<file path="src/sv/olm_pkg.sv">
// Shared types and constants for the ordered list manager.
// Operation and status codes, sequencer states and default sizes.
// No dependencies.
package olm_pkg;

    // Default store geometry
    localparam int OLM_CAPACITY   = 16;
    localparam int OLM_DATA_WIDTH = 32;

    // Field widths fixed by the interface
    localparam int KIND_W     = 2;
    localparam int VALUE_W    = 32;
    localparam int POSITION_W = 6;
    localparam int STATUS_W   = 3;
    localparam int COUNT_W    = 5;

    typedef enum logic [KIND_W-1:0] {
        KIND_APPEND = 2'd0,
        KIND_INSERT = 2'd1,
        KIND_REMOVE = 2'd2,
        KIND_DUMP   = 2'd3
    } t_kind;

    typedef enum logic [STATUS_W-1:0] {
        STAT_DONE     = 3'd0,
        STAT_RANGE    = 3'd1,
        STAT_NOTFOUND = 3'd2,
        STAT_FULL     = 3'd3,
        STAT_ELEMENT  = 3'd4,
        STAT_EMPTY    = 3'd5
    } t_status;

    // S_RESP sends the single result of a non-dump operation or of a dump of an empty list
    typedef enum logic [3:0] {
        S_IDLE,
        S_ALLOC,
        S_TAIL_WALK,
        S_INS_WALK,
        S_INS_LINK,
        S_REM_WALK,
        S_REM_FREE,
        S_DUMP_WALK,
        S_RESP
    } t_state;

endpackage

</file>
<file path="src/sv/ordered_list_manager.sv">
// Ordered list manager: singly linked list of values in a fixed node store.
// Link store, value store, free list and the walk sequencer.
// Depends on olm_pkg.
//
// Usage:
//   Input channel (i_in_valid / o_in_ready) carries one operation per
//   transaction: append, insert before a 1-based position, remove the first
//   matching value, or dump the list. Output channel (o_out_valid /
//   i_out_ready) returns one status transaction per operation, or one per
//   node for a dump, with o_last on the final one and o_count after the op.
//   Timing: the block takes one operation at a time; o_in_ready is high only
//   while the sequencer is idle. One link-store read per cycle sets the pace
//   of every chain walk, and a dump walk also waits on output stalls. An
//   append to a non-empty list walks to the tail, an insert at position P
//   above 1 walks to the node before it, a remove walks to the first match
//   and a dump walks every node. Range, full and empty answers skip the walk.
//   Reset: the list is empty and all nodes sit on the free list; link
//   entries read as their chained reset value until first written.
//   Back-pressure: a finished result waits in the output register; the next
//   operation is still taken while it waits, and a dump walk holds its place
//   until the receiver takes each element.
module ordered_list_manager #(
    parameter int CAPACITY   = olm_pkg::OLM_CAPACITY,
    parameter int DATA_WIDTH = olm_pkg::OLM_DATA_WIDTH
) (
    input  logic                              i_clk,
    input  logic                              i_rst_n,
    input  logic                              i_in_valid,
    output logic                              o_in_ready,
    input  olm_pkg::t_kind                    i_kind,
    input  logic signed [olm_pkg::VALUE_W-1:0] i_value,
    input  logic [olm_pkg::POSITION_W-1:0]    i_position,
    output logic                              o_out_valid,
    input  logic                              i_out_ready,
    output olm_pkg::t_status                  o_status,
    output logic signed [olm_pkg::VALUE_W-1:0] o_element,
    output logic                              o_last,
    output logic [olm_pkg::COUNT_W-1:0]       o_count
);
    import olm_pkg::*;

    localparam int AW = $clog2(CAPACITY);
    localparam int PW = $clog2(CAPACITY + 1);
    localparam int CW = $clog2(CAPACITY + 1);
    localparam logic [PW-1:0] NIL      = PW'(CAPACITY);
    localparam logic [CW-1:0] CAP_CNT  = CW'(CAPACITY);
    localparam logic [CW-1:0] LAST_STEP = CW'(CAPACITY - 1);

    // Node stores
    logic [PW-1:0]         link_mem [CAPACITY];
    logic [DATA_WIDTH-1:0] val_mem  [CAPACITY];
    logic [CAPACITY-1:0]   r_lvalid;

    // Sequencer state
    t_state                r_state, n_state;
    logic [PW-1:0]         r_head, n_head;
    logic [PW-1:0]         r_free, n_free;
    logic [CW-1:0]         r_count, n_count;
    logic [PW-1:0]         r_cur, n_cur;
    logic [PW-1:0]         r_prev, n_prev;
    logic [PW-1:0]         r_new, n_new;
    logic [CW-1:0]         r_steps, n_steps;
    logic [POSITION_W-1:0] r_idx, n_idx;
    t_status               r_status, n_status;

    // Latched operation
    t_kind                 r_kind;
    logic [VALUE_W-1:0]    r_value;
    logic [POSITION_W-1:0] r_pos;

    // Registered read data for the node at r_cur
    logic [PW-1:0]         r_rd_link;
    logic [DATA_WIDTH-1:0] r_rd_val;

    // Output register
    logic                  r_out_valid;
    t_status               r_out_status;
    logic [VALUE_W-1:0]    r_out_elem;
    logic                  r_out_last;
    logic [CW-1:0]         r_out_count;

    // Combinational controls
    logic                  w_accept;
    logic                  w_out_free;
    logic                  w_ld_out;
    t_status               w_out_status;
    logic [VALUE_W-1:0]    w_out_elem;
    logic                  w_out_last;
    logic                  w_lwe;
    logic [PW-1:0]         w_lwa;
    logic [PW-1:0]         w_lwd;
    logic                  w_vwe;
    logic [AW-1:0]         w_rd_addr;
    logic                  w_head_ok, w_free_ok, w_prev_ok, w_link_ok;
    logic                  w_pos_bad;
    logic [63:0]           w_val64;
    logic [63:0]           w_rdv64;
    logic [DATA_WIDTH-1:0] w_val_d;
    logic [63:0]           w_cnt64;

    assign w_accept   = i_in_valid && o_in_ready;
    assign o_in_ready = (r_state == S_IDLE);
    assign w_out_free = !r_out_valid || i_out_ready;

    assign w_head_ok = (r_head < NIL);
    assign w_free_ok = (r_free < NIL);
    assign w_prev_ok = (r_prev < NIL);
    assign w_link_ok = (r_rd_link < NIL);
    assign w_pos_bad = (i_position == '0) || (8'(i_position) > 8'(r_count));

    // Fit the operand to the stored width, and stored data to the port width
    assign w_val64 = 64'(r_value);
    assign w_val_d = w_val64[DATA_WIDTH-1:0];
    assign w_rdv64 = 64'(r_rd_val);

    // Always read the node that r_cur will point at next cycle
    assign w_rd_addr = (n_cur < NIL) ? n_cur[AW-1:0] : '0;

    // Sequencer: next state, list pointers and store writes
    always_comb begin
        n_state      = r_state;
        n_head       = r_head;
        n_free       = r_free;
        n_count      = r_count;
        n_cur        = r_cur;
        n_prev       = r_prev;
        n_new        = r_new;
        n_steps      = r_steps;
        n_idx        = r_idx;
        n_status     = r_status;
        w_lwe        = 1'b0;
        w_lwa        = r_cur;
        w_lwd        = NIL;
        w_vwe        = 1'b0;
        w_ld_out     = 1'b0;
        w_out_status = STAT_DONE;
        w_out_elem   = '0;
        w_out_last   = 1'b1;
        case (r_state)
            S_IDLE: begin
                if (w_accept) begin
                    case (i_kind)
                        KIND_APPEND: begin
                            if (!w_free_ok) begin
                                n_status = STAT_FULL;
                                n_state  = S_RESP;
                            end else begin
                                n_new   = r_free;
                                n_cur   = r_free;
                                n_state = S_ALLOC;
                            end
                        end
                        KIND_INSERT: begin
                            if (w_pos_bad) begin
                                n_status = STAT_RANGE;
                                n_state  = S_RESP;
                            end else if (!w_free_ok) begin
                                n_status = STAT_FULL;
                                n_state  = S_RESP;
                            end else begin
                                n_new   = r_free;
                                n_cur   = r_free;
                                n_state = S_ALLOC;
                            end
                        end
                        KIND_REMOVE: begin
                            if (!w_head_ok) begin
                                n_status = STAT_NOTFOUND;
                                n_state  = S_RESP;
                            end else begin
                                n_cur   = r_head;
                                n_prev  = NIL;
                                n_steps = '0;
                                n_state = S_REM_WALK;
                            end
                        end
                        KIND_DUMP: begin
                            if (!w_head_ok) begin
                                n_status = STAT_EMPTY;
                                n_state  = S_RESP;
                            end else begin
                                n_cur   = r_head;
                                n_steps = '0;
                                n_state = S_DUMP_WALK;
                            end
                        end
                        default: n_state = S_IDLE;
                    endcase
                end
            end
            // Pop the free list and store the value; link the new node for an append or a head insert
            S_ALLOC: begin
                n_free = r_rd_link;
                w_vwe  = 1'b1;
                if (r_kind == KIND_APPEND) begin
                    w_lwe = 1'b1;
                    w_lwa = r_new;
                    w_lwd = NIL;
                    if (!w_head_ok) begin
                        n_head   = r_new;
                        n_count  = r_count + CW'(1);
                        n_status = STAT_DONE;
                        n_state  = S_RESP;
                    end else begin
                        n_cur   = r_head;
                        n_steps = '0;
                        n_state = S_TAIL_WALK;
                    end
                end else if (r_pos == POSITION_W'(1)) begin
                    w_lwe    = 1'b1;
                    w_lwa    = r_new;
                    w_lwd    = r_head;
                    n_head   = r_new;
                    n_count  = r_count + CW'(1);
                    n_status = STAT_DONE;
                    n_state  = S_RESP;
                end else begin
                    n_cur   = r_head;
                    n_idx   = POSITION_W'(1);
                    n_state = S_INS_WALK;
                end
            end
            // Advance to the tail, then hook the new node on
            S_TAIL_WALK: begin
                if (!w_link_ok || (r_steps >= LAST_STEP)) begin
                    w_lwe    = 1'b1;
                    w_lwa    = r_cur;
                    w_lwd    = r_new;
                    n_count  = r_count + CW'(1);
                    n_status = STAT_DONE;
                    n_state  = S_RESP;
                end else begin
                    n_cur   = r_rd_link;
                    n_steps = r_steps + CW'(1);
                end
            end
            // Advance to the node before the insert position
            S_INS_WALK: begin
                if (r_idx == (r_pos - POSITION_W'(1))) begin
                    w_lwe   = 1'b1;
                    w_lwa   = r_new;
                    w_lwd   = r_rd_link;
                    n_state = S_INS_LINK;
                end else begin
                    n_cur = r_rd_link;
                    n_idx = r_idx + POSITION_W'(1);
                end
            end
            S_INS_LINK: begin
                w_lwe    = 1'b1;
                w_lwa    = r_cur;
                w_lwd    = r_new;
                n_count  = r_count + CW'(1);
                n_status = STAT_DONE;
                n_state  = S_RESP;
            end
            // Search for the first match and unlink it
            S_REM_WALK: begin
                if (r_rd_val == w_val_d) begin
                    if (w_prev_ok) begin
                        w_lwe = 1'b1;
                        w_lwa = r_prev;
                        w_lwd = r_rd_link;
                    end else begin
                        n_head = r_rd_link;
                    end
                    n_state = S_REM_FREE;
                end else if (!w_link_ok || (r_steps >= LAST_STEP)) begin
                    n_status = STAT_NOTFOUND;
                    n_state  = S_RESP;
                end else begin
                    n_prev  = r_cur;
                    n_cur   = r_rd_link;
                    n_steps = r_steps + CW'(1);
                end
            end
            // Push the removed node onto the free list
            S_REM_FREE: begin
                w_lwe  = 1'b1;
                w_lwa  = r_cur;
                w_lwd  = r_free;
                n_free = r_cur;
                if (r_count != '0) begin
                    n_count = r_count - CW'(1);
                end
                n_status = STAT_DONE;
                n_state  = S_RESP;
            end
            // Emit one element per node; hold while the receiver stalls
            S_DUMP_WALK: begin
                if (w_out_free) begin
                    w_ld_out     = 1'b1;
                    w_out_status = STAT_ELEMENT;
                    w_out_elem   = w_rdv64[VALUE_W-1:0];
                    w_out_last   = !w_link_ok || (r_steps >= LAST_STEP);
                    if (w_out_last) begin
                        n_state = S_IDLE;
                    end else begin
                        n_cur   = r_rd_link;
                        n_steps = r_steps + CW'(1);
                    end
                end
            end
            S_RESP: begin
                if (w_out_free) begin
                    w_ld_out     = 1'b1;
                    w_out_status = r_status;
                    n_state      = S_IDLE;
                end
            end
            default: n_state = S_IDLE;
        endcase
    end

    // Control registers
    always_ff @(posedge i_clk) begin
        if (!i_rst_n) begin
            r_state <= S_IDLE;
            r_head  <= NIL;
            r_free  <= '0;
            r_count <= '0;
        end else begin
            r_state <= n_state;
            r_head  <= n_head;
            r_free  <= n_free;
            r_count <= n_count;
        end
    end

    // Walk registers and latched operation
    always_ff @(posedge i_clk) begin
        r_cur    <= n_cur;
        r_prev   <= n_prev;
        r_new    <= n_new;
        r_steps  <= n_steps;
        r_idx    <= n_idx;
        r_status <= n_status;
        if (w_accept) begin
            r_kind  <= i_kind;
            r_value <= i_value;
            r_pos   <= i_position;
        end
    end

    // Link entries read as their chained reset value until first written
    always_ff @(posedge i_clk) begin
        if (!i_rst_n) begin
            r_lvalid <= '0;
        end else if (w_lwe) begin
            r_lvalid[w_lwa[AW-1:0]] <= 1'b1;
        end
    end

    // Link store: one write, one registered read
    always_ff @(posedge i_clk) begin
        if (w_lwe) begin
            link_mem[w_lwa[AW-1:0]] <= w_lwd;
        end
        r_rd_link <= r_lvalid[w_rd_addr] ? link_mem[w_rd_addr]
                                         : (PW'(w_rd_addr) + PW'(1));
    end

    // Value store: one write, one registered read
    always_ff @(posedge i_clk) begin
        if (w_vwe) begin
            val_mem[r_new[AW-1:0]] <= w_val_d;
        end
        r_rd_val <= val_mem[w_rd_addr];
    end

    // Output register: load a result or drop it once taken
    always_ff @(posedge i_clk) begin
        if (!i_rst_n) begin
            r_out_valid <= 1'b0;
        end else if (w_ld_out) begin
            r_out_valid <= 1'b1;
        end else if (i_out_ready) begin
            r_out_valid <= 1'b0;
        end
    end

    always_ff @(posedge i_clk) begin
        if (w_ld_out) begin
            r_out_status <= w_out_status;
            r_out_elem   <= w_out_elem;
            r_out_last   <= w_out_last;
            r_out_count  <= r_count;
        end
    end

    assign w_cnt64     = 64'(r_out_count);
    assign o_out_valid = r_out_valid;
    assign o_status    = r_out_status;
    assign o_element   = r_out_elem;
    assign o_last      = r_out_last;
    assign o_count     = w_cnt64[COUNT_W-1:0];

`ifndef SYNTHESIS
    a_count_bound: assert property (@(posedge i_clk) disable iff (!i_rst_n)
        r_count <= CAP_CNT)
        else $error("entry count exceeds capacity");

    a_free_full: assert property (@(posedge i_clk) disable iff (!i_rst_n)
        (r_state == S_IDLE) |-> ((r_free == NIL) == (r_count == CAP_CNT)))
        else $error("free list disagrees with entry count");

    a_head_empty: assert property (@(posedge i_clk) disable iff (!i_rst_n)
        (r_state == S_IDLE) |-> ((r_head == NIL) == (r_count == '0)))
        else $error("list head disagrees with entry count");

    a_no_overwrite: assert property (@(posedge i_clk) disable iff (!i_rst_n)
        w_ld_out |-> (!r_out_valid || i_out_ready))
        else $error("result loaded over a pending transaction");

    a_busy_after_accept: assert property (@(posedge i_clk) disable iff (!i_rst_n)
        w_accept |=> (r_state != S_IDLE))
        else $error("sequencer stayed idle after accepting a transaction");
`endif

endmodule
</file>
<file path="config.mk">
export PLATFORM = sky130hd
export DESIGN_NAME = ordered_list_manager
export DESIGN_NICKNAME = d
export VERILOG_FILES = /design/src/sv/olm_pkg.sv /design/src/sv/ordered_list_manager.sv
export SDC_FILE = /design/constraint.sdc
export NUM_CORES = 1
export LEC_CHECK = 0
export ABC_CLOCK_PERIOD_IN_PS = 8200
export BUFFER_PORTS_ARGS = -buffer_cell sky130_fd_sc_hd__buf_2
export CORE_UTILIZATION = 25
export DETAILED_ROUTE_END_ITERATION = 6
export PLACE_DENSITY_LB_ADDON = 0.25
export SLEW_MARGIN = 20
export SYNTH_ARGS = -nofsm -noshare
export SYNTH_HDL_FRONTEND = slang
export SYNTH_SLANG_ARGS = --single-unit
</file>
<file path="constraint.sdc">
create_clock -name i_clk -period 8.2 [get_ports i_clk]
set_input_delay 1.23 -clock i_clk [delete_from_list [all_inputs] [get_ports i_clk]]
set_output_delay 1.23 -clock i_clk [all_outputs]
set_load 0.01 [all_outputs]
</file>
==> results.json, run 1 <==
{
  "synth-async-reset-ratio": 0,
  "grt_pass1_wl_microns": 131000,
  "ir_drop_v": 0.000234,
  "r2r-start": "r_value[24]",
  "rr_endpoint": "r_rd_val[29]",
  "ys_seq_elements": 775,
  "cts_sinks": 775,
  "required_ns": 8.77,
  "holdWs_ns": 0.462,
  "critPathKind": "reg2reg",
  "grt_max_degree": 130,
  "hold_path.class": "reg2reg",
  "critical_path.most_common_cell": "buf_4",
  "port_buffers": 86,
  "clockBufferDepth": 3,
  "synth_warnings": 0,
  "final_cell_mix": "697 x edfxtp_1, 341 x nand2_1, 100 x a311oi_1, 92 x nand3_1, 86 x buf_2",
  "layout_commonest_cell": "edfxtp_1",
  "num_vias": 19200,
  "layoutNonFillerInstCount": 3968,
  "slew_viol_final": 0,
  "synthFlopType": "edfxtp_1",
  "path_buf_inv": 3,
  "antenna_found_initial": 4,
  "max_slew_margin": 0.305,
  "ys_seq_area_frac": 0.724,
  "syn_inst": 2200,
  "cts_resized": 0,
  "dp_hpwl_microns": 48600,
  "cp-end-kind": "flop",
  "rows": 128,
  "wl_per_cell_microns": 22.5,
  "die_w_microns": 354,
  "nNetsFinal": 2333,
  "drv_cap": 0,
  "post_cts_buffers": 0,
  "coreArea_sq_um": 123000,
  "routed_wirelength_microns": 89200,
  "p_per_area_nw_per_um2": 316,
  "cp_top_family": "buffers and inverters",
  "hold_depth": 1,
  "ff2ff_path_depth": 14,
  "grt-ovfl-total": 0,
  "fillers": 12300,
  "root_buffer": "clkbuf_16",
  "cp_max_fo": 76,
  "seqCellArea_sq_um": 22500,
  "slowest_delay_ns": 0.88,
  "synth_nets": 2259,
  "ys_types": 88,
  "worstMarginPinSlew_ns": 1.04,
  "numCtsBuffers": 80,
  "combPwrFrac": 0.249,
  "place_inst": 3817,
  "place_congestion": 0.841,
  "status": "complete, no violations",
  "h-tree-depth": 3,
  "period_needed_ns": 5.74,
  "initial_core_util": 0.253,
  "worstHoldStart": "r_lvalid[15]",
  "cts.clk_slew.worst_paths_ns": 0.07,
  "syn_to_final_growth_pct": 16.3,
  "post_dp_cell_area_sq_um": 33400,
  "min_to": "r_lvalid[15]",
  "ios": 87,
  "synth.avg_cell_area_sq_um": 14.1,
  "dieHeight_microns": 354,
  "cp_slowest_cell": "buf_4",
  "first_pass_iters": 7,
  "syn-cell-area_sq_um": 31000,
  "p_leak_nw": 11.7,
  "finClkSkew_ns": 0.0187,
  "gr-usage-all-layers": 0.140,
  "internal_power_w": 0.00767,
  "cts_tree": "done",
  "ant_nets": 0,
  "pwr-share-clk": 0.323,
  "drt-initial-drc-count": 1867,
  "fmax_ghz": 0.174,
  "vias_per_cell": 4.84,
  "grt_pass1_vias": 19600,
  "postCtsHoldBufs": 0,
  "drive_above_1_share": 0.128,
  "synth-edff-count": 697,
  "hold_viol": 0,
  "fin_crit_sh": 0.701,
  "multi_input_area_sq_um": 8040,
  "cp-start-kind": "flop",
  "rsz0062_at_grt": "false",
  "p_sw_w": 0.00374,
  "crit_path_cell_trace": "xnor2_1 > nand4_1 > nor4_1 > buf_4 > nand3_1 > a41oi_2 > nor2_4 > o21ai_4 > buf_4 > buf_4 > nand2_1 > a311oi_1 > a31oi_1 > a21oi_1",
  "clk_latency_ns": 0.65,
  "switching_share": 0.328,
  "tns_ns": 0,
  "drc": 0,
  "rrSetupSlack_ns": 2.46,
  "cp.arrival_ns": 6.32,
  "stdcell_area_sq_um": 36100,
  "power_frac_seq": 0.427,
  "die_area_sq_um": 126000,
  "setup_viol_count_final": 0,
  "total_power_w": 0.0114
}
power groups by stage:
stage / Combinational [W] / Clock, W / Sequential, W
global placement: 0.00288 / 0 / 0.00495
CTS: 0.00289 / 0.00379 / 0.00487
finish: 0.00285 / 0.00369 / 0.00487
detailed placement: 0.00288 / 0 / 0.00496
global route: 0.00313 / 0.00392 / 0.00490
floorplan: 0.00204 / 0 / 0.00481
synthesized netlist by cell type, types with 16 or more instances:
cell type,instances,area (sq um)
o22a_1,66,578
buf_2,23,115
xnor2_1,44,385
a21oi_1,58,290
clkbuf_1,92,345
a31oi_1,38,238
o21ai_0,30,150
mux2i_1,61,611
o21a_1,16,120
o22ai_1,68,425
nor2_1,86,323
a311oi_1,100,876
inv_1,23,86.3
dfxtp_1,78,1560
and2_1,45,282
edfxtp_1,697,20900
nand2_1,341,1280
nand3_1,92,460
cells by family (layout without fill, tap and decap cells):
logic type | Yosys count | after routing | synth area share
AO/OA/AOI/OAI | 485 | 485 | 0.118
other | 0 | 1 | 0
adder cells (fa/ha/maj) | 15 | 15 | 0.00629
AND/OR/NAND/NOR | 651 | 651 | 0.0947
flip-flops | 775 | 775 | 0.724
multiplexers | 63 | 63 | 0.0208
XOR/XNOR | 51 | 51 | 0.0144
buffers and inverters | 160 | 302 | 0.0215
metal layers:
layer	routed length, microns	track usage	vias to the layer above
li1	-	-	8664
met1	40600	0.192	9840
met2	41900	0.225	577
met3	4760	0.0239	128
met4	1940	0.0384	0
met5	0	0	-
per-stage QoR:
stage | worst slack [ns] | util
finish | 2.46 | 0.295
global route | 2.22 | 0.295
CTS | 2.55 | 0.295
detailed placement | 2.34 | 0.273
global placement | 2.36 | 0.273
floorplan | 3.86 | -
registers in the layout, summed over array words and instances (netlist names), 6 cells and up:
signal / cells
val_mem: 512
link_mem: 80
o_element: 32
r_rd_val: 32
r_value: 32
r_lvalid: 16
r_idx: 6
r_pos: 6
cell type report:
cell class / count / share of cell area
clock buffer: 105 / 0.0606
sequential: 775 / 0.623
clock inverter: 45 / 0.0131
inverter: 28 / 0.00298
multi-input combinational: 1265 / 0.223
tap: 1625 / 0.0563
antenna: 1 / 0.0000693
timing repair buffer: 124 / 0.0216
how the worst max path moves through the flow:
| stage | slack [ns] | cells after the start | start | to |
|---|---|---|---|---|
| 2_1_floorplan | 3.86 | 13 | i_position[4] | r_rd_link[1] |
| 3_3_place_gp | 2.36 | 15 | i_position[4] | r_rd_val[26] |
| 3_5_place_dp | 2.34 | 15 | i_position[4] | r_rd_val[29] |
| 4_1_cts | 2.55 | 14 | r_value[24] | r_rd_val[29] |
| 5_1_grt | 2.22 | 14 | r_value[24] | r_rd_val[19] |
| 6_report | 2.46 | 14 | r_value[24] | r_rd_val[29] |
(Power assumes the default switching activity.)
==> run 2, diff against run 1 <==
--- a/config.mk
+++ b/config.mk
@@ -5,7 +5,7 @@
 export SDC_FILE = /design/constraint.sdc
 export NUM_CORES = 1
 export LEC_CHECK = 0
-export ABC_CLOCK_PERIOD_IN_PS = 8200
+export ABC_CLOCK_PERIOD_IN_PS = 5000
 export BUFFER_PORTS_ARGS = -buffer_cell sky130_fd_sc_hd__buf_2
 export CORE_UTILIZATION = 25
 export DETAILED_ROUTE_END_ITERATION = 6
==> constraint.sdc (replaced) <==
create_clock -name i_clk -period 5 [get_ports i_clk]
set_input_delay 0.75 -clock i_clk [delete_from_list [all_inputs] [get_ports i_clk]]
set_output_delay 0.75 -clock i_clk [all_outputs]
set_load 0.01 [all_outputs]
==> run 2 against run 1 <==
Compared with the run above:
- clock skew increased by 0.015 ns
- register-to-register slack lost 2.1 ns
- sequential power is 63% higher
- critical endpoint is now r_rd_link[4]
- cell count increased by 1.7%
==> results.json, run 2 (synthesis gave the netlist of run 1 again) <==
{
  "die_area_sq_um": 126000,
  "required_ns": 5.50,
  "cts_resized": 0,
  "dp_hpwl_microns": 53800,
  "pwr-share-clk": 0.314,
  "switching_share": 0.325,
  "antenna_found_initial": 5,
  "grt_pass1_vias": 19700,
  "rows": 128,
  "grt-ovfl-total": 0,
  "place_congestion": 0.851,
  "port_buffers": 86,
  "drt-initial-drc-count": 1878,
  "seqCellArea_sq_um": 22500,
  "cts_tree": "done",
  "grt_max_degree": 81,
  "final_cell_mix": "697 x edfxtp_1, 341 x nand2_1, 100 x a311oi_1, 92 x nand3_1, 86 x buf_2",
  "setup_viol_count_final": 0,
  "ios": 87,
  "hold_viol": 0,
  "nNetsFinal": 2405,
  "internal_power_w": 0.0128,
  "cp_max_fo": 27,
  "root_buffer": "clkbuf_16",
  "num_antenna_cells": 0,
  "post_cts_buffers": 0,
  "tns_ns": 0,
  "p_per_area_nw_per_um2": 515,
  "multi_input_area_sq_um": 8040,
  "combPwrFrac": 0.268,
  "ir_drop_v": 0.000441,
  "drc": 0,
  "fmax_ghz": 0.216,
  "grt_pass1_wl_microns": 132000,
  "wl_per_cell_microns": 22.1,
  "num_vias": 19400,
  "status": "complete, no violations",
  "hold_path.class": "in2reg",
  "cp-start-kind": "flop",
  "ant_nets": 0,
  "period_needed_ns": 4.64,
  "power_frac_seq": 0.418,
  "cp-end-kind": "flop",
  "fin_crit_sh": 0.927,
  "postCtsHoldBufs": 0,
  "cts_sinks": 775,
  "vias_per_cell": 4.81,
  "cp.arrival_ns": 5.14,
  "gr-usage-all-layers": 0.140,
  "p_sw_w": 0.00618,
  "h-tree-depth": 3,
  "drive_above_1_share": 0.152,
  "finClkSkew_ns": 0.0337,
  "numCtsBuffers": 81,
  "first_pass_iters": 6,
  "clockBufferDepth": 3,
  "layout_commonest_cell": "edfxtp_1",
  "clk_latency_ns": 0.65,
  "slew_viol_final": 0,
  "syn_to_final_growth_pct": 18.7,
  "layoutNonFillerInstCount": 4037,
  "dieHeight_microns": 354,
  "initial_core_util": 0.253,
  "cts.clk_slew.worst_paths_ns": 0.07,
  "coreArea_sq_um": 123000,
  "rsz0062_at_grt": "false",
  "fillers": 12200,
  "drv_cap": 0,
  "worstMarginPinSlew_ns": 0.851,
  "place_inst": 3888,
  "critPathKind": "reg2reg",
  "p_leak_nw": 12.1,
  "die_w_microns": 354,
  "largest_reg_flops": 512,
  "routed_wirelength_microns": 89200,
  "max_slew_margin": 0.432
}
## run 2: power by group through the flow
stage	sequential, W	clock [W]	combinational, W
6_report	0.00794	0.00595	0.00509
5_1_grt	0.00799	0.00634	0.00557
4_1_cts	0.00795	0.00609	0.00517
3_5_place_dp	0.00808	0	0.00515
3_3_place_gp	0.00807	0	0.00512
2_1_floorplan	0.00789	0	0.00335
## run 2: cell type report
class | instances | area share
tap | 1625 | 0.0552
multi-input combinational | 1265 | 0.218
clock buffer | 98 | 0.0576
sequential | 775 | 0.610
timing repair buffer | 195 | 0.0427
clock inverter | 51 | 0.0130
inverter | 28 | 0.00292
## run 2: layer usage
layer	part of all wire	global-route usage	vias to the layer above
li1	-	-	8827
met1	0.46	0.199	9890
met2	0.46	0.221	588
met3	0.058	0.0241	122
met4	0.021	0.0353	0
met5	0	0	-
## run 2: critical path, stage by stage (launching register included)
cell      delay [ns]
edfxtp_1        0.43
ha_1            0.25
and3_1          0.19
ha_1            0.17
or3_4           0.38
or2_1           0.37
nor2_1          0.20
a21boi_1        0.46
o21ai_0         0.25
a311oi_4        0.48
buf_12          0.27
mux2i_1         0.24
mux2i_1         0.12
a22o_1          0.27
a211oi_1        0.29
mux2i_1         0.12
## run 2: path summary, 6_finish.rpt
path / startpoint / endpoint / slack [ns] / cells after the start
hold reg to reg: r_lvalid[13] / r_lvalid[13] / 0.46 / 1
setup / recovery: r_steps[0] / r_rd_link[4] / 0.36 / 15
setup reg to reg: r_steps[0] / r_rd_link[4] / 0.36 / 15
hold / removal: i_value[11] / r_value[11] / 0.28 / 1
## run 2: per-stage QoR
stage / util / setup WS, ns / hold slack, ns / total power [W] / instance area (sq um)
2_1_floorplan: - / 0.667 / 0.432 / 0.0112 / 31000
3_3_place_gp: 0.279 / 0.308 / 0.450 / 0.0132 / 34200
3_5_place_dp: 0.279 / 0.392 / 0.446 / 0.0132 / 34200
4_1_cts: 0.301 / 0.392 / 0.237 / 0.0192 / 36800
5_1_grt: 0.301 / 0.0843 / 0.242 / 0.0199 / 36800
6_report: 0.301 / 0.363 / 0.281 / 0.0190 / 36800
